File: src/design/rmtc_pkg.sv
// ----------------------------------------------------------------------------
// rmtc_pkg
// Shared widths, constants and cell data types for the true course solver.
// ----------------------------------------------------------------------------
package rmtc_pkg;

   localparam int XW = 34;   // sine/cosine datapath, Q30 with headroom
   localparam int VW = 40;   // velocity vector datapath, Q16 hundredths of a knot
   localparam int AW = 32;   // phase, one turn is 2^32
   localparam int DW = 33;   // divisor (2025372 * minutes)
   localparam int RW = 34;   // divider partial remainder
   localparam int QW = 36;   // quotient bits
   localparam int NW = 57;   // scaled dividend
   localparam int TAB_LEN = 30;

   localparam logic signed [XW-1:0] CORDIC_GAIN = 34'sd652032874;
   localparam logic [15:0] FULL_TURN = 16'd36000;
   localparam logic [13:0] MAX_SPEED = 14'd9999;

   localparam logic [AW-1:0] ATAN_TAB [TAB_LEN] = '{
      32'h20000000, 32'h12E4051E, 32'h09FB385B, 32'h051111D4, 32'h028B0D43,
      32'h0145D7E1, 32'h00A2F61E, 32'h00517C55, 32'h0028BE53, 32'h00145F2F,
      32'h000A2F98, 32'h000517CC, 32'h00028BE6, 32'h000145F3, 32'h0000A2FA,
      32'h0000517D, 32'h000028BE, 32'h0000145F, 32'h00000A30, 32'h00000518,
      32'h0000028C, 32'h00000146, 32'h000000A3, 32'h00000051, 32'h00000029,
      32'h00000014, 32'h0000000A, 32'h00000005, 32'h00000003, 32'h00000001
   };

   typedef struct packed {
      logic signed [XW-1:0] x;
      logic signed [XW-1:0] y;
      logic signed [XW-1:0] z;
   } rot_type;

   typedef struct packed {
      logic signed [VW-1:0] x;
      logic signed [VW-1:0] y;
      logic [AW-1:0]        z;
   } vec_type;

   typedef struct packed {
      logic [RW-1:0] rem;
      logic [QW-1:0] nlo;
      logic [QW-1:0] quo;
      logic [DW-1:0] den;
   } div_type;

endpackage

File: src/design/rmtc_vec_cell.sv
// ----------------------------------------------------------------------------
// rmtc_vec_cell
// One vectoring-mode CORDIC iteration, registered.
// ----------------------------------------------------------------------------
module rmtc_vec_cell #(
   parameter int STEP = 0
) (
   input  logic             clock,
   input  logic             en,
   input  rmtc_pkg::vec_type d_i,
   output rmtc_pkg::vec_type d_o
);

   rmtc_pkg::vec_type d_ff, d_in;
   logic signed [rmtc_pkg::VW-1:0] dx, dy;

   always_comb begin
      dx = d_i.y >>> STEP;
      dy = d_i.x >>> STEP;
      if (d_i.y >= 0) begin
         d_in.x = d_i.x + dx;
         d_in.y = d_i.y - dy;
         d_in.z = d_i.z + rmtc_pkg::ATAN_TAB[STEP];
      end else begin
         d_in.x = d_i.x - dx;
         d_in.y = d_i.y + dy;
         d_in.z = d_i.z - rmtc_pkg::ATAN_TAB[STEP];
      end
   end

   always_ff @(posedge clock) begin
      if (en) begin
         d_ff <= d_in;
      end
   end

   assign d_o = d_ff;

endmodule

File: config.mk
export PLATFORM = sky130hd
export DESIGN_NAME = rmtc_vec_cell
export DESIGN_NICKNAME = d
export VERILOG_FILES = /design/src/design/rmtc_pkg.sv /design/src/design/rmtc_vec_cell.sv
export SDC_FILE = /design/constraint.sdc
export NUM_CORES = 1
export LEC_CHECK = 0
export BUFFER_PORTS_ARGS = -buffer_cell sky130_fd_sc_hd__buf_2
export CAP_MARGIN = 0
export CORE_MARGIN = 2
export CORE_UTILIZATION = 45
export CTS_CLUSTER_DIAMETER = 60
export DETAILED_ROUTE_END_ITERATION = 6
export HOLD_SLACK_MARGIN = 0.1
export PLACE_DENSITY = 0.78
export SLEW_MARGIN = 15
export SYNTH_ARGS = -nofsm -noshare
export SYNTH_HDL_FRONTEND = slang
export SYNTH_SLANG_ARGS = --single-unit
File: constraint.sdc
create_clock -name clock -period 5.1 [get_ports clock]
set_input_delay 0.765 -clock clock [delete_from_list [all_inputs] [get_ports clock]]
set_output_delay 0.765 -clock clock [all_outputs]
set_load 0.02 [all_outputs]
== After elaboration in Yosys (flattened, before gate mapping) ==
Cells that the tools add are included.
Widths: inputs -> output; s select.
Storage, ports and cells
  register bits after elaboration: 112
  bits of input ports: 114
  output and inout port bits: 112
  logic and storage cells: 10
Cells by class
  add/subtract/negate cells: 5
  order comparisons: 1
  mux-type cells: 1
Operator list (count)
  $mux 112: 1
  $sub 40x40->40: 2
  $add 40x40->40: 1
  $ge 40x1->1 const B: 1
  $add 32x30->32 const B: 1
  $sub 32x30->32 const B: 1

== Longest topological paths before layout ==
  word-level depth: 2
  mapped depth: 13
  depth with buffers taken out: 12

== Worst setup path before layout ==
No wires, ideal clock.
  path kind: input port to flip-flop
  start point: in d_i[52] (netlist bit)
  end point: reg d_ff (netlist bit d_o[68]) (data pin)
  setup time: 0.258 ns
  data arrival time: 3.223 ns
  data required time: 4.842 ns
  slack: 1.619 ns
  cell stages on the path: 10
  buffers on the path: 1
  cell sequence: inv_1 ha_1 buf_6 or4_4 or4_4 o31ai_2 a21oi_2 o31a_1 a2bb2oi_1 xnor2_1
RTL lines
  from (decl): line rmtc_vec_cell.sv:10  | input rmtc_pkg::vec_type d_i,
  to (signal assigned): line rmtc_vec_cell.sv:33  | d_ff <= d_in;
  to (decl): line rmtc_vec_cell.sv:14  | rmtc_pkg::vec_type d_ff, d_in;

==> impl_metrics.toml <==
[synth]
syn_area_um2 = 10570
avgSynthCellArea_um2 = 8.467
yosys.area.top_type = "edfxtp_1"
synth_area_leaders = "edfxtp_1 32%, ha_1 14%, a21oi_1 7.9%"
synth_edf_count = 111
ys.warnings.count = 0
synthCells = 1248
ys_seq_elements = 111
synthArstFlopShare_pct = 0
yosysSeqAreaShare_pct = 31.55
syn_nets = 1483
yosys.area.top_type_share_pct = 31.55
yosys.cell_types.count = 67
synth-main-ff-cell = "edfxtp_1"

[detailed_routing]
ant_nets = 0
drtPass1Iterations = 7
drc_errors = 1
vias = 10379
drt-vias-per-instance = 5.884
routed_wl_mm = 34.61
drtIter0Drc = 1072
wl_per_cell_um = 19.62

[timing]
fin_crit_ns = 4.095
timing.final.crit_share_pct = 80.29
setup-tns-final_ns = 0
rsz0062_at_grt = "no"
setup_viol = 0
relSlewSlack_pct = 32.03
worst_slew_pin_slew_ns = 1.019
slew_viol_final = 0
hold_violations = 0
fmax_mhz = 244.2

[place]
dp_hpwl_mm = 27.17
place_inst = 1748
port_buffers = 225
globalplace.congestion = 0.9903

[critical_path]
crit_type = "primary input to flip-flop"
start_kind = "primary input"
cp_cell_sequence = "buf_2, inv_1, ha_1, inv_1, a221oi_1, a211oi_1, a22oi_1, o211ai_1, a31oi_1, o311ai_0, o21ai_0, xnor2_1"
end_kind = "flip-flop"
crit_required_ns = 5.22
crit_fanout = 10
crit_buf_inv = 3
cpPeakStageDelay_ns = 0.67
critPathArrivalTime_ns = 4.22
crit_top_cell = "inv_1"
cpMaxStageDelayCell = "o211ai_1"
crit_family = "compound AO/OA/AOI/OAI gates"

[layout]
multi_input_area_um2 = 6565
largest_reg_flops = 111
nNetsFinal = 1675
diodes = 0
area_growth_pct = 15.86
final.fill_count = 2271
layout.cells.non_filler = 1764
regArea_um2 = 3333
drive_above_1_share_pct = 18.55

[clocking]
cts_resized = 0
cts.path.max_buffers = 2
numCtsBuffers = 9
hold_buffers = 0
cts_root_buffer = "clkbuf_16"
cts.clk_slew.worst_paths_ns = 0.09
cts_setup_buffers = 0
htree_levels = 3
cts.sinks = 111
cts_tree = "built"

[flow_run]
drv_cap = 0

[grt]
grt_use_total_pct = 27.10
antenna_found_initial = 1
grt_max_degree = 85
gr-total-overflow = 0
grt_pass1_vias = 9462
grt_pass1_wl_mm = 52.02

[floorplan]
die_x_um = 157.2
core_um2 = 23260
initial_core_util_pct = 45.42
die_h_um = 157.2
dieArea_um2 = 24720
rows = 56
io_pins = 226

[min_path]
holdCritPathClass = "primary input to flip-flop"

[pwr]
cellPowerDensity_nw_per_um2 = 271.2
leakagePower_nw = 5.395
vdd_drop_max_v = 0.0001383

[run_status]
status = "finished with violations"
violations = "DRC"
==> routing by layer <==
| metal | vias up | part of all wire [%] | global-route usage, % |
|---|---|---|---|
| li1 | 4866 | - | - |
| met4 | 0 | 2.1 | 7.273 |
| met3 | 58 | 8.6 | 4.240 |
| met2 | 581 | 45 | 43.75 |
| met5 | - | 0 | 0 |
| met1 | 4874 | 44 | 37.74 |
==> final timing paths <==
check	to	cells after the start	slack, ns	startpoint
worst min-delay path	d_o[7]	1	0.57	d_i[7]
worst max-delay path	d_o[105]	12	1.01	d_i[34]
==> cell usage in the layout, fill, tap and decap left out, types with 13 or more instances in the layout <==
cell      count
buf_2       224
a21oi_1     166
inv_1       117
ha_1        117
edfxtp_1    111
nor2_1      102
o21ai_0      97
nand2_1      80
xnor2_1      70
o21bai_1     26
nor3_1       23
a21o_1       22
mux2i_1      20
nand3_1      18
nand4_1      16
a31oi_1      14
nor2b_1      13
==> logic make-up (layout without fill, tap and decap cells) <==
| logic type | after synthesis | count (layout) | share of synthesized area [%] |
|---|---|---|---|
| adder cells (fa/ha/maj) | 121 | 121 | 14.61 |
| AO/OA/AOI/OAI | 430 | 430 | 24.95 |
| XOR/XNOR | 78 | 78 | 6.465 |
| buffers and inverters | 173 | 370 | 6.323 |
| multiplexers | 20 | 20 | 1.895 |
| flip-flops | 111 | 111 | 31.55 |
| AND/OR/NAND/NOR | 315 | 315 | 14.21 |
==> synth_stat cells (all sizes together), types with 20 or more instances <==
library cell	n
xnor2	70
nor2	102
a21o	22
edfxtp	111
a21oi	167
nand2	80
nor3	23
o21bai	26
inv	118
ha	117
clkbuf	36
o21ai	97
mux2i	20
==> stage by stage <==
| stage | instance area [um^2] | total power, mW | hold WS, ns | worst slack [ns] | utilization, % |
|---|---|---|---|---|---|
| after floorplan | 10570 | 2.113 | 0.8639 | 1.619 | - |
| after global placement | 11940 | 2.562 | 0.9417 | 0.8122 | 51.34 |
| after detailed placement | 11940 | 2.568 | 0.9432 | 0.8123 | 51.34 |
| after CTS | 12240 | 3.310 | 0.5582 | 1.203 | 52.62 |
| after global routing | 12240 | 3.475 | 0.5559 | 0.7239 | 52.62 |
| final | 12240 | 3.320 | 0.5671 | 1.005 | 52.62 |
==> final cells by class <==
type	instances	share of cell area (%)
clock buffer	9	1.840
clock inverter	7	0.5928
inverter	120	3.679
multi-input combinational	964	53.63
sequential	111	27.23
tap	319	3.260
timing repair buffer	234	9.771
==> power by group <==
group / internal, mW / switching [mW] / leakage (nW)
combinational: 0.462 / 0.895 / 4.16
clock: 0.350 / 0.394 / 0.149
sequential: 1.18 / 0.0382 / 1.09
total: 1.99 / 1.33 / 5.40
Power figures use the tool's default switching activity.
