`src/design/rmtc_pkg.sv`:
```
// ----------------------------------------------------------------------------
// rmtc_pkg
// Shared widths, constants and cell data types for the true course solver.
// ----------------------------------------------------------------------------
package rmtc_pkg;

   localparam int XW = 34;   // sine/cosine datapath, Q30 with headroom
   localparam int VW = 40;   // velocity vector datapath, Q16 hundredths of a knot
   localparam int AW = 32;   // phase, one turn is 2^32
   localparam int DW = 33;   // divisor (2025372 * minutes)
   localparam int RW = 34;   // divider partial remainder
   localparam int QW = 36;   // quotient bits
   localparam int NW = 57;   // scaled dividend
   localparam int TAB_LEN = 30;

   localparam logic signed [XW-1:0] CORDIC_GAIN = 34'sd652032874;
   localparam logic [15:0] FULL_TURN = 16'd36000;
   localparam logic [13:0] MAX_SPEED = 14'd9999;

   localparam logic [AW-1:0] ATAN_TAB [TAB_LEN] = '{
      32'h20000000, 32'h12E4051E, 32'h09FB385B, 32'h051111D4, 32'h028B0D43,
      32'h0145D7E1, 32'h00A2F61E, 32'h00517C55, 32'h0028BE53, 32'h00145F2F,
      32'h000A2F98, 32'h000517CC, 32'h00028BE6, 32'h000145F3, 32'h0000A2FA,
      32'h0000517D, 32'h000028BE, 32'h0000145F, 32'h00000A30, 32'h00000518,
      32'h0000028C, 32'h00000146, 32'h000000A3, 32'h00000051, 32'h00000029,
      32'h00000014, 32'h0000000A, 32'h00000005, 32'h00000003, 32'h00000001
   };

   typedef struct packed {
      logic signed [XW-1:0] x;
      logic signed [XW-1:0] y;
      logic signed [XW-1:0] z;
   } rot_type;

   typedef struct packed {
      logic signed [VW-1:0] x;
      logic signed [VW-1:0] y;
      logic [AW-1:0]        z;
   } vec_type;

   typedef struct packed {
      logic [RW-1:0] rem;
      logic [QW-1:0] nlo;
      logic [QW-1:0] quo;
      logic [DW-1:0] den;
   } div_type;

endpackage

```
`src/design/rmtc_div_cell.sv`:
```
// ----------------------------------------------------------------------------
// rmtc_div_cell
// One restoring-division step: brings down a dividend bit, yields a quotient bit.
// ----------------------------------------------------------------------------
module rmtc_div_cell (
   input  logic             clock,
   input  logic             en,
   input  rmtc_pkg::div_type d_i,
   output rmtc_pkg::div_type d_o
);

   rmtc_pkg::div_type d_ff, d_in;
   logic [rmtc_pkg::RW-1:0] trial;
   logic                    ge;

   always_comb begin
      // remainder stays below the divisor, so its top bit is always clear
      trial     = {d_i.rem[rmtc_pkg::RW-2:0], d_i.nlo[rmtc_pkg::QW-1]};
      ge        = trial >= {1'b0, d_i.den};
      d_in.rem  = ge ? trial - {1'b0, d_i.den} : trial;
      d_in.nlo  = {d_i.nlo[rmtc_pkg::QW-2:0], 1'b0};
      d_in.quo  = {d_i.quo[rmtc_pkg::QW-2:0], ge};
      d_in.den  = d_i.den;
   end

   always_ff @(posedge clock) begin
      if (en) begin
         d_ff <= d_in;
      end
   end

   assign d_o = d_ff;

endmodule

```
`config.mk`:
```
export PLATFORM = sky130hd
export DESIGN_NAME = rmtc_div_cell
export DESIGN_NICKNAME = d
export VERILOG_FILES = /design/src/design/rmtc_pkg.sv /design/src/design/rmtc_div_cell.sv
export SDC_FILE = /design/constraint.sdc
export NUM_CORES = 1
export LEC_CHECK = 0
export BUFFER_PORTS_ARGS = -buffer_cell sky130_fd_sc_hd__buf_2
export CAP_MARGIN = 20
export CORE_MARGIN = 5
export CORE_UTILIZATION = 48
export DETAILED_ROUTE_END_ITERATION = 7
export GPL_ROUTABILITY_DRIVEN = 0
export PLACE_DENSITY = 0.84
export SLEW_MARGIN = 10
export SYNTH_ARGS = -nofsm -noshare
export SYNTH_HDL_FRONTEND = slang
export SYNTH_SLANG_ARGS = --single-unit
```
`constraint.sdc`:
```
create_clock -name clock -period 3.14 [get_ports clock]
set_input_delay 0.314 -clock clock [delete_from_list [all_inputs] [get_ports clock]]
set_output_delay 0.314 -clock clock [all_outputs]
set_load 0.05 [all_outputs]
```
# ---- Word-level counts from Yosys, hierarchy flattened
# Cells that the tools add are included.
dict set report word_totals {
  register_bits 138
  latch_bits 0
  ramBits 0
  mem_bits_ro 0
  input_bits 141
  word_cells 7
  mem_count 0
}
dict set report op_classes {
  addsub 1
  mul 0
  div 0
  n_lt_le_gt_ge 1
  n_eq_ne 0
  shifts 0
  n_mux 1
  bitwise 0
  reduce_logical 0
}
# operator n
set op_table {}
lappend op_table {{$ge A34 B33 Y1} 1}
lappend op_table {{$mux W34} 1}
lappend op_table {{$sub A34 B33 Y34} 1}

# ---- Logic depth before layout (Yosys ltp)
# Gate-level depths: netlist of run 1.
dict set report depth {
  ltp_word 2
  depth_mapped 13
  ltp_nobuf 12
}

# ---- Least setup slack after synthesis of run 1
# No wires, ideal clock.
dict set report synth_path {
  path_kind {input to register}
  from {in d_i[104] (netlist name)}
  to {reg d_ff, in the netlist d_o[106], data pin}
  setup_time_ps 260
  arrival_time_ps 2392
  slack_ps 488
  cell_stages 12
  n_path_buf 1
  cell_sequence {inv_1 > ha_1 > inv_1 > fa_1 > a211oi_1 > o21ai_0 > o211ai_1 > nand2_1 > a31oi_4 > o21ai_2 > buf_6 > mux2_4}
}
# item line
set synth_lines {}
lappend synth_lines {{start, declared} rmtc_div_cell.sv:8} ;# input rmtc_pkg::div_type d_i,
lappend synth_lines {{end signal, assigned} rmtc_div_cell.sv:28} ;# d_ff <= d_in;
lappend synth_lines {{end, declared} rmtc_div_cell.sv:12} ;# rmtc_pkg::div_type d_ff, d_in;

==> flow_summary.toml, run 1 <==
[floorplan]
core-area_um2 = 13300
die_area_um2 = 16100
die_w_um = 127
die_h_um = 127
row_count = 42
initial_utilization_pct = 49.3
boundaryPins = 280

[yosys]
synth.distinct_cells = 56
syn_avg_cell_area_um2 = 13.3
synth_nets = 668
synthCells = 493
yosysWarnings = 0
synth_ff_type = "edfxtp_1"
synth-edff-count = 138
syn_area_um2 = 6550
async_flop_share_pct = 0
ys_ff_latch = 138
seq_area_frac_synth_pct = 63.2

[detailed_routing]
num_vias = 5117
dr.pass1.iters = 4
viasPerCell = 5.21
drcViolationCount = 0
ant_nets = 0
drt-total-wl_mm = 18.8
dr.first_iter.drc_count = 287
avgRoutedWirePerCell_um = 19.2

[clock_tree]
cts-buffers-inserted = 17
h-tree-depth = 4
clock-root-buffer = "clkbuf_16"
post_cts_resized = 0
numClockSinks = 138
clockBufferDepth = 2
post-cts-setup-buffers = 0
ctsHoldBuffers = 0
cts_tree = "yes"
cts.clk_slew.worst_paths_ns = 0.06

[setup_path]
crit_required_ns = 3.31
critical_path.top_delay_family = "compound AO/OA/AOI/OAI gates"
path_buf_inv = 4
crit_path_end_kind = "flip-flop"
crit_path_start_kind = "primary input"
cp_slowest_cell = "fa_1"
slowest_delay_ns = 0.42
crit_type = "primary input to flip-flop"
startpoint = "d_i[104]"
crit_fanout = 3
worstPathCellList = "buf_2 -> inv_1 -> ha_1 -> inv_1 -> fa_1 -> a211oi_1 -> o21ai_0 -> o211ai_1 -> a21boi_0 -> buf_4 -> a31oi_1 -> o21ai_0 -> xnor2_1 -> a21oi_1"
critPathArrivalTime_ns = 2.86

[global_route]
grt_pass1_vias = 5069
overflow = 0
antenna_found_initial = 2
grt_max_degree = 71
grt_usage_pct = 23.0
grt_pass1_wl_mm = 28.0

[timing]
timing.final.crit_period_ns = 2.69
fmax_mhz = 371
final-hold-violation-count = 0
rsz0062_at_grt = "false"
relSlewSlack_pct = 56.2
slew_viol_final = 0
fin_setup_tns_ns = 0
tightest_slew_ns = 0.657
period_share_pct = 85.8
finalSetupViolations = 0

[final_layout]
drive_above_1_share_pct = 43.0
regArea_um2 = 4140
fin_cells = 982
fillerInstances = 966
synthToLayoutAreaGrowth_pct = 34.1
largest_reg_flops = 138
finalNetCount = 966
multi_input_area_um2 = 2170

[place]
hpwl_mm = 14.5
port_buffers = 276
dp_cells = 948

[min_path]
hp-start = "d_i[84]"
hp-class = "primary input to flip-flop"

[power_and_ir_drop]
vdd_drop_max_mv = 0.310
p_leak_nw = 3.96
power_density_nw_per_um2 = 649

[status]
status = "finished, final reports clean"

[flow_run]
drv_cap = 0
==> through the flow <==
stage,worst slack (ns),instance area [um^2],utilization [%],power (mW),hold WS [ns]
after detailed placement,0.0409,8230,61.9,3.87,0.492
after global placement,0.155,8230,61.9,3.83,0.490
after CTS,0.471,8780,66.0,5.75,0.0489
after floorplan,0.488,6550,-,3.42,0.413
after global routing,0.310,8780,66.1,5.93,0.0406
final,0.447,8780,66.1,5.70,0.0699
==> path summary, 6_finish.rpt <==
check / end / slack [ns] / cells after the start
worst max-delay path: d_o[125] / 0.45 / 14
worst min-delay path: d_o[85] / 0.07 / 1
==> cell type report <==
type | instances | share of cell area, %
Antenna cell | 2 | 0.0570
Clock buffer | 17 | 4.84
Clock inverter | 15 | 1.45
Inverter | 41 | 1.75
Multi-Input combinational cell | 299 | 24.7
Sequential cell | 138 | 47.2
Tap cell | 176 | 2.51
Timing Repair Buffer | 294 | 17.5
==> cells by family (layout without fill, tap and decap cells) <==
kind of cell / count (synthesis) / count (layout) / share of synthesized area, %
mux: 10 / 10 / 2.22
xor+xnor: 29 / 29 / 3.88
fa+ha+maj: 34 / 34 / 6.61
flops: 138 / 138 / 63.2
other cells: 1 / 3 / 0.0572
buf+inv: 56 / 367 / 3.70
simple gates: 90 / 90 / 6.42
compound gates: 135 / 135 / 13.9
==> where the power goes <==
part	switching (mW)	total [mW]	internal (mW)
logic	1.10	1.54	0.442
clock network	0.834	1.87	1.04
registers	0.0468	2.29	2.25
==> layer usage <==
layer  vias up  global-route usage (%)  routed length, um
met4         2                    7.26                403
met5         -                       0                 12
li1       2449                       -                  -
met2       215                    42.1              10000
met1      2421                    25.1               6860
met3        30                    7.69               1540
==> cells in the mapped netlist (all sizes together) (6+ instances only) <==
master | count | area (um^2)
a211oi | 6 | 55.1
a21o | 13 | 97.6
a21oi | 54 | 274
and3 | 7 | 48.8
buf | 8 | 61.3
clkbuf | 7 | 27.5
edfxtp | 138 | 4140
ha | 33 | 413
inv | 41 | 154
mux2 | 9 | 135
nand2 | 23 | 86.3
nand3 | 7 | 35.0
nor2 | 33 | 124
o21ai | 25 | 129
xnor2 | 18 | 158
xor2 | 11 | 96.3
==> cell usage in the layout (no fill, tap or decap), types with 11 or more instances in the layout <==
cell type,instances
a21oi_1,53
clkbuf_16,17
a21o_1,13
ha_1,33
edfxtp_1,138
buf_2,275
xnor2_1,18
inv_1,41
o21ai_0,22
nand2_1,23
buf_4,17
nor2_1,33
xor2_1,11
(Power assumes the default switching activity.)
==> run 2, diff against run 1 <==
==> constraint.sdc (replaced) <==
create_clock -name clock -period 3.14 [get_ports clock]
set_input_delay 0 -clock clock [delete_from_list [all_inputs] [get_ports clock]]
set_output_delay 0 -clock clock [all_outputs]
set_load 0.05 [all_outputs]
==> flow_summary.toml, run 2 (synthesis gave the netlist of run 1 again) <==
[status]
status = "finished, final reports clean"

[detailed_routing]
drt-total-wl_mm = 24.7
avgRoutedWirePerCell_um = 22.3
viasPerCell = 5.48
drcViolationCount = 0
dr.first_iter.drc_count = 565
num_vias = 6080
ant_nets = 0
dr.pass1.iters = 5

[clock_tree]
clock-root-buffer = "clkbuf_16"
cts-buffers-inserted = 17
cts.clk_slew.worst_paths_ns = 0.06
cts_tree = "yes"
numClockSinks = 138
clockBufferDepth = 2
h-tree-depth = 4

[flow_run]
drv_cap = 0

[floorplan]
die_h_um = 127
boundaryPins = 280
initial_utilization_pct = 49.3
core-area_um2 = 13300
row_count = 42
die_area_um2 = 16100
die_w_um = 127

[final_layout]
finalNetCount = 1095
largest_reg_flops = 138
drive_above_1_share_pct = 36.7
final_common_cell = "buf_2"
synthToLayoutAreaGrowth_pct = 54.8
mostFrequentLayoutCells = "buf_2, edfxtp_1, dlygate4sd3_1"

[setup_path]
crit_top_cell = "inv_1"
worstPathCellList = "dlygate4sd3_1 -> buf_2 -> inv_1 -> ha_1 -> inv_1 -> fa_1 -> a211oi_2 -> o21ai_0 -> o211ai_1 -> nand2_2 -> a31oi_4 -> o21ai_4 -> buf_12 -> mux2_4"
crit_path_end_kind = "flip-flop"
path_buf_inv = 5
startpoint = "d_i[104]"
crit_required_ns = 3.31
critical_path.top_delay_family = "buffers and inverters"
cp_num_cells = 14
critPathArrivalTime_ns = 3.17
slowest_delay_ns = 0.57
crit_fanout = 31
crit_path_start_kind = "primary input"
cp_slowest_cell = "dlygate4sd3_1"
crit_type = "primary input to flip-flop"

[timing]
finalSetupViolations = 0
hold_slack_ns = 0.0247
relSlewSlack_pct = 54.6
period_share_pct = 95.7
fin_ws_ns = 0.136
final-hold-violation-count = 0
tightest_slew_ns = 0.681
slew_viol_final = 0
timing.final.crit_period_ns = 3.00
fmax_mhz = 333

[global_route]
grt_usage_pct = 29.9
grt_max_degree = 72
antenna_found_initial = 1
grt_pass1_vias = 6257
overflow = 0
grt_pass1_wl_mm = 36.4

[place]
hpwl_mm = 14.5
port_buffers = 276
pre_cts_ws_ns = 0.247

[power_and_ir_drop]
p_leak_nw = 4.52
power_density_nw_per_um2 = 598
vdd_drop_max_mv = 0.363

[min_path]
holdPathStages = 3
hold_end = "d_o[138]"
hp-class = "primary input to flip-flop"
hp-start = "d_i[137]"
[run 2: power breakdown]
part | switching (mW) | total (mW) | internal (mW)
clock | 0.837 | 2.01 | 1.17
combinational | 1.18 | 1.73 | 0.553
sequential | 0.0664 | 2.32 | 2.25
total | 2.08 | 6.06 | 3.98
[run 2: worst max-delay path by stage]
stage	endpoint	slack (ns)
floorplan	d_o[106]	0.80
detailed placement	d_o[119]	0.25
finish	d_o[120]	0.14
global placement	d_o[119]	0.26
CTS	d_o[119]	0.10
global route	d_o[119]	-0.03
[run 2: metrics by stage]
step / instances / cell area, um^2 / setup TNS, ns / power [mW] / utilization [%]
5_1_grt: 1110 / 10100 / -0.0931 / 6.25 / 76.3
4_1_cts: 1103 / 10100 / 0 / 5.95 / 75.9
2_1_floorplan: 493 / 6550 / 0 / 3.42 / -
3_5_place_dp: 937 / 8170 / 0 / 3.86 / 61.4
3_3_place_gp: 937 / 8170 / 0 / 3.82 / 61.4
6_report: 1110 / 10100 / 0 / 6.06 / 76.3
[run 2: what timing repair did]
item	4_1_cts	5_1_grt
setup endpoints to repair	0	30
hold endpoints to repair	134	0
resized for setup	0	3
hold buffers	134	0
buffers inserted	0	6
[run 2: layout make-up]
type                            count  area, um^2
Sequential cell                   138        4140
Timing Repair Buffer              423        2860
Clock buffer                       18         429
Tap cell                          176         220
Inverter                           41         154
Clock inverter                     14         148
Fill cell                         754        3150
Antenna cell                        1        2.50
Multi-Input combinational cell    299        2180
[run 2: per-layer routing]
metal | wire length [um] | part of all wire [%] | up-vias | track usage (%)
met5 | 0 | 0 | - | 0.929
met4 | 1080 | 4.4 | 0 | 12.4
met3 | 2600 | 11 | 89 | 9.37
met2 | 12700 | 51 | 460 | 54.5
met1 | 8390 | 34 | 2827 | 32.0
li1 | - | - | 2704 | -
[run 2: worst min-delay path, stage by stage]
cell and delay [ns]:
buf_2 0.13, inv_1 0.07, mux2i_1 0.06
