==> src/design/rmtc_pkg.sv <==
// ----------------------------------------------------------------------------
// rmtc_pkg
// Shared widths, constants and cell data types for the true course solver.
// ----------------------------------------------------------------------------
package rmtc_pkg;

   localparam int XW = 34;   // sine/cosine datapath, Q30 with headroom
   localparam int VW = 40;   // velocity vector datapath, Q16 hundredths of a knot
   localparam int AW = 32;   // phase, one turn is 2^32
   localparam int DW = 33;   // divisor (2025372 * minutes)
   localparam int RW = 34;   // divider partial remainder
   localparam int QW = 36;   // quotient bits
   localparam int NW = 57;   // scaled dividend
   localparam int TAB_LEN = 30;

   localparam logic signed [XW-1:0] CORDIC_GAIN = 34'sd652032874;
   localparam logic [15:0] FULL_TURN = 16'd36000;
   localparam logic [13:0] MAX_SPEED = 14'd9999;

   localparam logic [AW-1:0] ATAN_TAB [TAB_LEN] = '{
      32'h20000000, 32'h12E4051E, 32'h09FB385B, 32'h051111D4, 32'h028B0D43,
      32'h0145D7E1, 32'h00A2F61E, 32'h00517C55, 32'h0028BE53, 32'h00145F2F,
      32'h000A2F98, 32'h000517CC, 32'h00028BE6, 32'h000145F3, 32'h0000A2FA,
      32'h0000517D, 32'h000028BE, 32'h0000145F, 32'h00000A30, 32'h00000518,
      32'h0000028C, 32'h00000146, 32'h000000A3, 32'h00000051, 32'h00000029,
      32'h00000014, 32'h0000000A, 32'h00000005, 32'h00000003, 32'h00000001
   };

   typedef struct packed {
      logic signed [XW-1:0] x;
      logic signed [XW-1:0] y;
      logic signed [XW-1:0] z;
   } rot_type;

   typedef struct packed {
      logic signed [VW-1:0] x;
      logic signed [VW-1:0] y;
      logic [AW-1:0]        z;
   } vec_type;

   typedef struct packed {
      logic [RW-1:0] rem;
      logic [QW-1:0] nlo;
      logic [QW-1:0] quo;
      logic [DW-1:0] den;
   } div_type;

endpackage

==> src/design/rmtc_rot_cell.sv <==
// ----------------------------------------------------------------------------
// rmtc_rot_cell
// One rotation-mode CORDIC iteration, registered.
// ----------------------------------------------------------------------------
module rmtc_rot_cell #(
   parameter int STEP = 0
) (
   input  logic             clock,
   input  logic             en,
   input  rmtc_pkg::rot_type d_i,
   output rmtc_pkg::rot_type d_o
);

   rmtc_pkg::rot_type d_ff, d_in;
   logic signed [rmtc_pkg::XW-1:0] dx, dy, ang;

   always_comb begin
      dx  = d_i.y >>> STEP;
      dy  = d_i.x >>> STEP;
      ang = $signed({{(rmtc_pkg::XW-rmtc_pkg::AW){1'b0}}, rmtc_pkg::ATAN_TAB[STEP]});
      if (d_i.z >= 0) begin
         d_in.x = d_i.x - dx;
         d_in.y = d_i.y + dy;
         d_in.z = d_i.z - ang;
      end else begin
         d_in.x = d_i.x + dx;
         d_in.y = d_i.y - dy;
         d_in.z = d_i.z + ang;
      end
   end

   always_ff @(posedge clock) begin
      if (en) begin
         d_ff <= d_in;
      end
   end

   assign d_o = d_ff;

endmodule

==> config.mk <==
export PLATFORM = sky130hd
export DESIGN_NAME = rmtc_rot_cell
export DESIGN_NICKNAME = d
export VERILOG_FILES = /design/src/design/rmtc_pkg.sv /design/src/design/rmtc_rot_cell.sv
export SDC_FILE = /design/constraint.sdc
export NUM_CORES = 1
export LEC_CHECK = 0
export BUFFER_PORTS_ARGS = -buffer_cell sky130_fd_sc_hd__buf_2
export CAP_MARGIN = 20
export CORE_MARGIN = 2
export CORE_UTILIZATION = 45
export DETAILED_ROUTE_END_ITERATION = 8
export PLACE_DENSITY = 0.68
export SETUP_SLACK_MARGIN = 0.2
export SYNTH_ARGS = -nofsm -noshare
export SYNTH_HDL_FRONTEND = slang
export SYNTH_SLANG_ARGS = --single-unit
==> constraint.sdc <==
create_clock -name clock -period 5.6 [get_ports clock]
set_input_delay 0.56 -clock clock [delete_from_list [all_inputs] [get_ports clock]]
set_output_delay 0.56 -clock clock [all_outputs]
set_load 0.01 [all_outputs]
==> Yosys cells after proc, flatten, opt, wreduce, memory -nomap -nowiden <==
Index checks and enable logic that the tools add are counted.
{ "word_totals": {"register_bits": 102, "latch_bits": 0, "ram_bits": 0, "rom_bits": 0, "in_bits": 104, "out_inout_bits": 102, "elab_cells": 10, "mem_count": 0} }
{ "classes": {"n_addsub": 5, "multipliers": 0, "div": 0, "magnitude_cmp": 1, "n_eq_ne": 0, "shift": 0, "muxes": 1, "bitwise_logic": 0, "n_reduce_logical": 0} }
{ "ops": {"columns": ["op", "n"], "rows": [
  ["2-to-1 mux 102 bit", 1],
  ["subtractor 34 bit", 2],
  ["adder 34 x 31 -> 34 bit (second input constant)", 1],
  ["adder 34 bit", 1],
  ["greater-or-equal comparator 34 x 1 -> 1 bit (second input constant)", 1],
  ["subtractor 34 x 31 -> 34 bit (second input constant)", 1]
]} }

==> Logic depth before layout (Yosys ltp) <==
Gate-level depths: netlist of the first run.
{ "depth": {"depth_word": 2, "depth_mapped": 13, "depth_no_buf": 12} }

==> Worst setup path before layout of the first run <==
Ideal clock, no wire load.
{ "synth_path": {"kind": "input to register", "startpoint": "in d_i[35] (netlist bit)", "endpoint": "reg d_ff (netlist bit d_o[99]), data pin", "setup_time_ns": 0.269, "arrival_ns": 2.625, "required_ns": 5.331, "setup_slack_ns": 2.706, "cell_stages": 11, "path_buffers": 0, "cell_sequence": "inv_1 > ha_1 > nor2b_1 > o2111a_1 > o311ai_2 > and2_2 > o21ai_2 > a31o_4 > a2111oi_4 > a21oi_2 > xor2_1"} }
{ "synth_rtl": {"columns": ["item", "line", "source"], "rows": [
  ["from (decl)", "rmtc_rot_cell.sv:10", "input rmtc_pkg::rot_type d_i,"],
  ["to (signal assigned)", "rmtc_rot_cell.sv:34", "d_ff <= d_in;"],
  ["to (decl)", "rmtc_rot_cell.sv:14", "rmtc_pkg::rot_type d_ff, d_in;"]
]} }

==> results.sh, run 1 <==
export IMPL_status="finished, final reports clean"
export IMPL_cp_cell_sequence="buf_2 -> inv_1 -> ha_1 -> nor4b_1 -> nand4_1 -> nor3_1 -> nor2_4 -> buf_4 -> clkinv_1 -> buf_4 -> ha_1 -> a21o_1 -> a21oi_1 -> xor2_1"
export IMPL_finalCritPeriodShare_pct=61.16
export IMPL_floorplan_initialDensity_pct=46.26
export IMPL_layout_drive_gt1_share_pct=21.38
export IMPL_power_density_nw_per_um2=244.5
export IMPL_grt_max_degree=81
export IMPL_syn_area_per_cell_um2=8.923
export IMPL_cpPeakStageDelay_ns=0.52
export IMPL_p_leak_nw=4.669
export IMPL_synth_area_um2=9092
export IMPL_largest_register_ffs=101
export IMPL_synth_edf_count=101
export IMPL_worst_slew_pin_slew_ns=0.9216
export IMPL_ios=206
export IMPL_hold_buffers=0
export IMPL_synth_top_area_share_pct=33.36
export IMPL_firstDrtPassIters=6
export IMPL_synth_async_sr_flop_share_pct=0
export IMPL_yosysUniqueCellTypes=74
export IMPL_cts_made_buffers=9
export IMPL_gr_usage_met2_pct=40.94
export IMPL_synth_top_area_cell="edfxtp_1"
export IMPL_start_kind="input port"
export IMPL_hold_viol_final=0
export IMPL_drt_iter0_markers=749
export IMPL_final_common_cell="buf_2"
export IMPL_cts_buffer_depth=2
export IMPL_fin_area_um2=10610
export IMPL_crit_family="buffers and inverters"
export IMPL_relSlewSlack_pct=38.09
export IMPL_setup_viol=0
export IMPL_cts_resized=0
export IMPL_groute_layer_met3_usage_pct=5.156
export IMPL_wl_um=27100
export IMPL_yosysWarningCount=0
export IMPL_path_class="input port to flip-flop"
export IMPL_hpwl_um=21040
export IMPL_placeableCoreArea_um2=19650
export IMPL_use_met1_pct=33.70
export IMPL_die_y_um=146.1
export IMPL_grt_pass1_wl_um=42950
export IMPL_rsz0062_at_grt="false"
export IMPL_synth_nets=1231
export IMPL_synthFlopType="edfxtp_1"
export IMPL_yosysSeqAreaShare_pct=33.36
export IMPL_tns_ns=0
export IMPL_postRouteAntennaNets=0
export IMPL_cts_sinks=101
export IMPL_dieWidth_um=146.1
export IMPL_finalWorstSetupSlack_ns=2.175
export IMPL_place_congestion=0.9427
export IMPL_critical_path_arrival_ns=3.54
export IMPL_vias=8377
export IMPL_nets=1409
export IMPL_antenna_found_initial=2
export IMPL_cts_setup_buffers=0
export IMPL_slowest_stage="buf_4"
export IMPL_final_cell_mix="204 x buf_2, 127 x a21oi_1, 104 x ha_1, 101 x edfxtp_1, 97 x inv_1"
export IMPL_area_growth_pct=16.64
export IMPL_first_global_vias=8093
export IMPL_post_route_min_period_ns=3.425
export IMPL_cp_max_fo=80
export IMPL_placed_cell_area_um2=10290
export IMPL_ys_top_cells_by_area="edfxtp_1 33%, ha_1 14%, a21oi_1 7.0%"
export IMPL_end_kind="flip-flop"
export IMPL_maxCapViolCount=0
export IMPL_clk_pin_slew_worst_paths_ns=0.08
export IMPL_routedWlPerCell_um=18.46
export IMPL_drcViolationCount=0
export IMPL_std_cell_rows=51
export IMPL_fillers=1905
export IMPL_crit_buf_inv=5
export IMPL_max_vdd_ir_drop_uv=124.9
export IMPL_dieArea_um2=21360
export IMPL_cts_root_buf="clkbuf_16"
export IMPL_cts_tree="done"
export IMPL_ys_ff_latch=101
export IMPL_pre_cts_ws_ns=1.798
export IMPL_hold_path_class="input port to flip-flop"
export IMPL_htree_levels=3
export IMPL_cp_data_required_time_ns=5.71
export IMPL_viasPerCell=5.706
export IMPL_io_buffers=205
export IMPL_grt_use_total_pct=24.99
export IMPL_busiest_layer="met2"
export IMPL_grt_overflow=0
export IMPL_fmax_mhz=292.0
export IMPL_maxSlewViolCount=0
export IMPL_synth_cells=1019
==> final timing paths <==
| check | startpoint | end | cells after the start |
|---|---|---|---|
| setup / recovery | d_i[33] | d_o[32]$_DFFE_PP_ | 14 |
| hold / removal | d_i[11] | d_o[11]$_DFFE_PP_ | 1 |
==> final cells by class <==
type / instances / area (um2) / area share, %
well taps: 265 / 331.6 / 3.126
clock inverters: 7 / 86.33 / 0.8141
multi-input cells: 773 / 5485 / 51.72
diodes: 1 / 2.502 / 0.02360
flip-flops and latches: 101 / 3033 / 28.60
inverters: 104 / 390.4 / 3.681
repair buffers: 208 / 1051 / 9.910
clock buffers: 9 / 225.2 / 2.124
==> metrics by stage <==
step	std cells	util (%)	total power, mW	hold WS [ns]
floorplan	1019	-	1.609	0.6589
detailed placement	1451	52.36	1.934	0.7538
global placement	1451	52.36	1.935	0.7522
CTS	1467	53.95	2.599	0.3735
global route	1468	53.96	2.732	0.3732
finish	1468	53.96	2.593	0.3852
==> report_power, final <==
part / switching (mW) / internal (mW) / leakage [nW] / total, mW
combinational: 0.578 / 0.356 / 3.53 / 0.934
sequential: 0.0266 / 0.974 / 0.989 / 1.00
clock: 0.338 / 0.321 / 0.151 / 0.659
==> routing by layer <==
layer  up-vias  share of wire, %
met5         -             0.048
met4         2               2.2
met3        55               8.2
met2       420                46
met1      3881                43
li1       4019                 -
==> Yosys cell counts (4+ instances only) <==
cell type    n
o21bai_1    19
inv_2        5
nand2_1     53
a21oi_1    127
nand3_1     13
nor3_1      24
a21o_1      21
o31a_1       7
a211oi_1    17
mux2i_1      6
o21ai_1      4
o21a_1      12
o21ai_0     56
ha_1       104
xnor2_1     57
nor4_1      12
nor2b_1     15
nand2b_1    15
inv_1       97
and2_1       6
nor2_1      77
buf_2        9
o31ai_1      7
clkbuf_1    23
buf_4        5
or3_1        7
o211ai_1    11
fa_1         4
edfxtp_1   101
a31oi_1      8
xor2_1      11
or2_2        7
a21oi_2      4
and4_1       4
a221o_1      4
nand4_1     11
==> kinds of logic after synthesis <==
kind of cell | synth area share, %
mux | 0.6605
xor+xnor | 6.550
flops | 33.36
fa+ha+maj | 15.19
compound gates | 23.88
buf+inv | 6.399
simple gates | 13.97
(Power assumes the default switching activity.)
==> run 2, diff against run 1 <==
==> constraint.sdc (replaced) <==
create_clock -name clock -period 3.3 [get_ports clock]
set_input_delay 0.33 -clock clock [delete_from_list [all_inputs] [get_ports clock]]
set_output_delay 0.33 -clock clock [all_outputs]
set_load 0.01 [all_outputs]
==> run 2 against run 1 <==
  * Non-clock buffer count grew 38
  * Worst hold slack lost 0.23 ns
  * Utilization grew 1.6 points
  * Count of clock-buffer cells in the layout is the same
  * Critical path type unchanged
  * Largest power group unchanged
  * Highest routed layer unchanged
==> results.sh, run 2 (synthesis results as in run 1) <==
export IMPL_fmax_mhz=349.4
export IMPL_std_cell_rows=51
export IMPL_p_leak_nw=4.865
export IMPL_grt_use_total_pct=24.97
export IMPL_rsz0062_at_grt="false"
export IMPL_hold_viol_final=0
export IMPL_fin_cells=1506
export IMPL_cts_buffer_depth=2
export IMPL_dieWidth_um=146.1
export IMPL_critical_path_arrival_ns=2.96
export IMPL_path_class="input port to flip-flop"
export IMPL_final_cell_mix="204 x buf_2, 127 x a21oi_1, 104 x ha_1, 101 x edfxtp_1, 97 x inv_1"
export IMPL_die_y_um=146.1
export IMPL_cts_tree="done"
export IMPL_setup_viol=0
export IMPL_nets=1447
export IMPL_finalCritPeriodShare_pct=86.73
export IMPL_cp_data_required_time_ns=3.40
export IMPL_power_density_nw_per_um2=408.3
export IMPL_routedWlPerCell_um=17.93
export IMPL_floorplan_initialDensity_pct=46.26
export IMPL_cts_resized=0
export IMPL_largest_register_ffs=101
export IMPL_cp_max_fo=11
export IMPL_postRouteAntennaNets=0
export IMPL_cts_sinks=101
export IMPL_cts_setup_buffers=0
export IMPL_placeableCoreArea_um2=19650
export IMPL_grt_max_degree=80
export IMPL_relSlewSlack_pct=42.69
export IMPL_post_route_min_period_ns=2.862
export IMPL_drcViolationCount=0
export IMPL_ios=206
export IMPL_cts_made_buffers=9
export IMPL_maxCapViolCount=0
export IMPL_wl_um=27000
export IMPL_htree_levels=3
export IMPL_placed_cell_area_um2=10600
export IMPL_viasPerCell=5.637
export IMPL_hold_buffers=0
export IMPL_io_buffers=205
export IMPL_max_vdd_ir_drop_uv=243.7
export IMPL_worst_slew_pin_slew_ns=0.8596
export IMPL_dieArea_um2=21360
export IMPL_place_congestion=0.9905
export IMPL_start_kind="input port"
export IMPL_antenna_found_initial=3
export IMPL_fin_area_um2=10930
export IMPL_end_kind="flip-flop"
export IMPL_first_global_vias=8326
export IMPL_layout_drive_gt1_share_pct=23.79
export IMPL_cts_root_buf="clkbuf_16"
export IMPL_firstDrtPassIters=6
export IMPL_vias=8489
export IMPL_hpwl_um=21630
export IMPL_area_growth_pct=20.17
export IMPL_grt_overflow=0
export IMPL_final_common_cell="buf_2"
export IMPL_status="finished, final reports clean"
export IMPL_tns_ns=0
export IMPL_place_inst=1489
export IMPL_hold_path_class="input port to flip-flop"
export IMPL_grt_pass1_wl_um=42900
export IMPL_clk_pin_slew_worst_paths_ns=0.08
export IMPL_drt_iter0_markers=1034
export IMPL_maxSlewViolCount=0
[run 2: area by class of cell]
class,count,area (um2)
flip-flops and latches,101,3033
clock buffers,9,225.2
fillers,1812,8727
clock inverters,7,88.84
diodes,1,2.502
well taps,265,331.6
multi-input cells,773,5494
inverters,104,390.4
repair buffers,246,1361
[run 2: critical path, stage by stage]
cell and delay (ns):
buf_2 0.11, inv_1 0.05, ha_1 0.45, a21oi_1 0.22, o21ai_0 0.24, a221oi_2 0.47
o21ai_2 0.19, a31o_4 0.31, a2111oi_4 0.36, a21oi_2 0.08, xor2_1 0.16
[run 2: final timing paths]
check  cells past startpoint  startpoint           endpoint
max                       11     d_i[50]  d_o[99]$_DFFE_PP_
min                        1     d_i[16]  d_o[16]$_DFFE_PP_
[run 2: per-layer routing]
layer  vias up  wire (um)  track usage, %
met2       403      12710           41.79
li1       4092          -               -
met3        45       2023           5.125
met4         2        466           6.262
met5         -         13               0
met1      3947      11790           33.20
[run 2: power by group]
group	total [mW]	internal [mW]	switching [mW]	leakage [nW]
Clock	1.11	0.547	0.564	0.152
Combinational	1.65	0.658	0.995	3.72
Sequential	1.70	1.65	0.0462	0.989
Total	4.46	2.86	1.60	4.87
[run 2: stage by stage]
| step | power [mW] | setup WS [ns] | hold WS [ns] | utilization, % |
|---|---|---|---|---|
| floorplan | 2.731 | 0.6362 | 0.4289 | - |
| global placement | 3.350 | 0.02155 | 0.5222 | 53.94 |
| detailed placement | 3.354 | 0.01555 | 0.5220 | 53.94 |
| CTS | 4.481 | 0.3975 | 0.1412 | 55.54 |
| global route | 4.705 | 0.3266 | 0.1390 | 55.60 |
| finish | 4.462 | 0.4380 | 0.1514 | 55.60 |
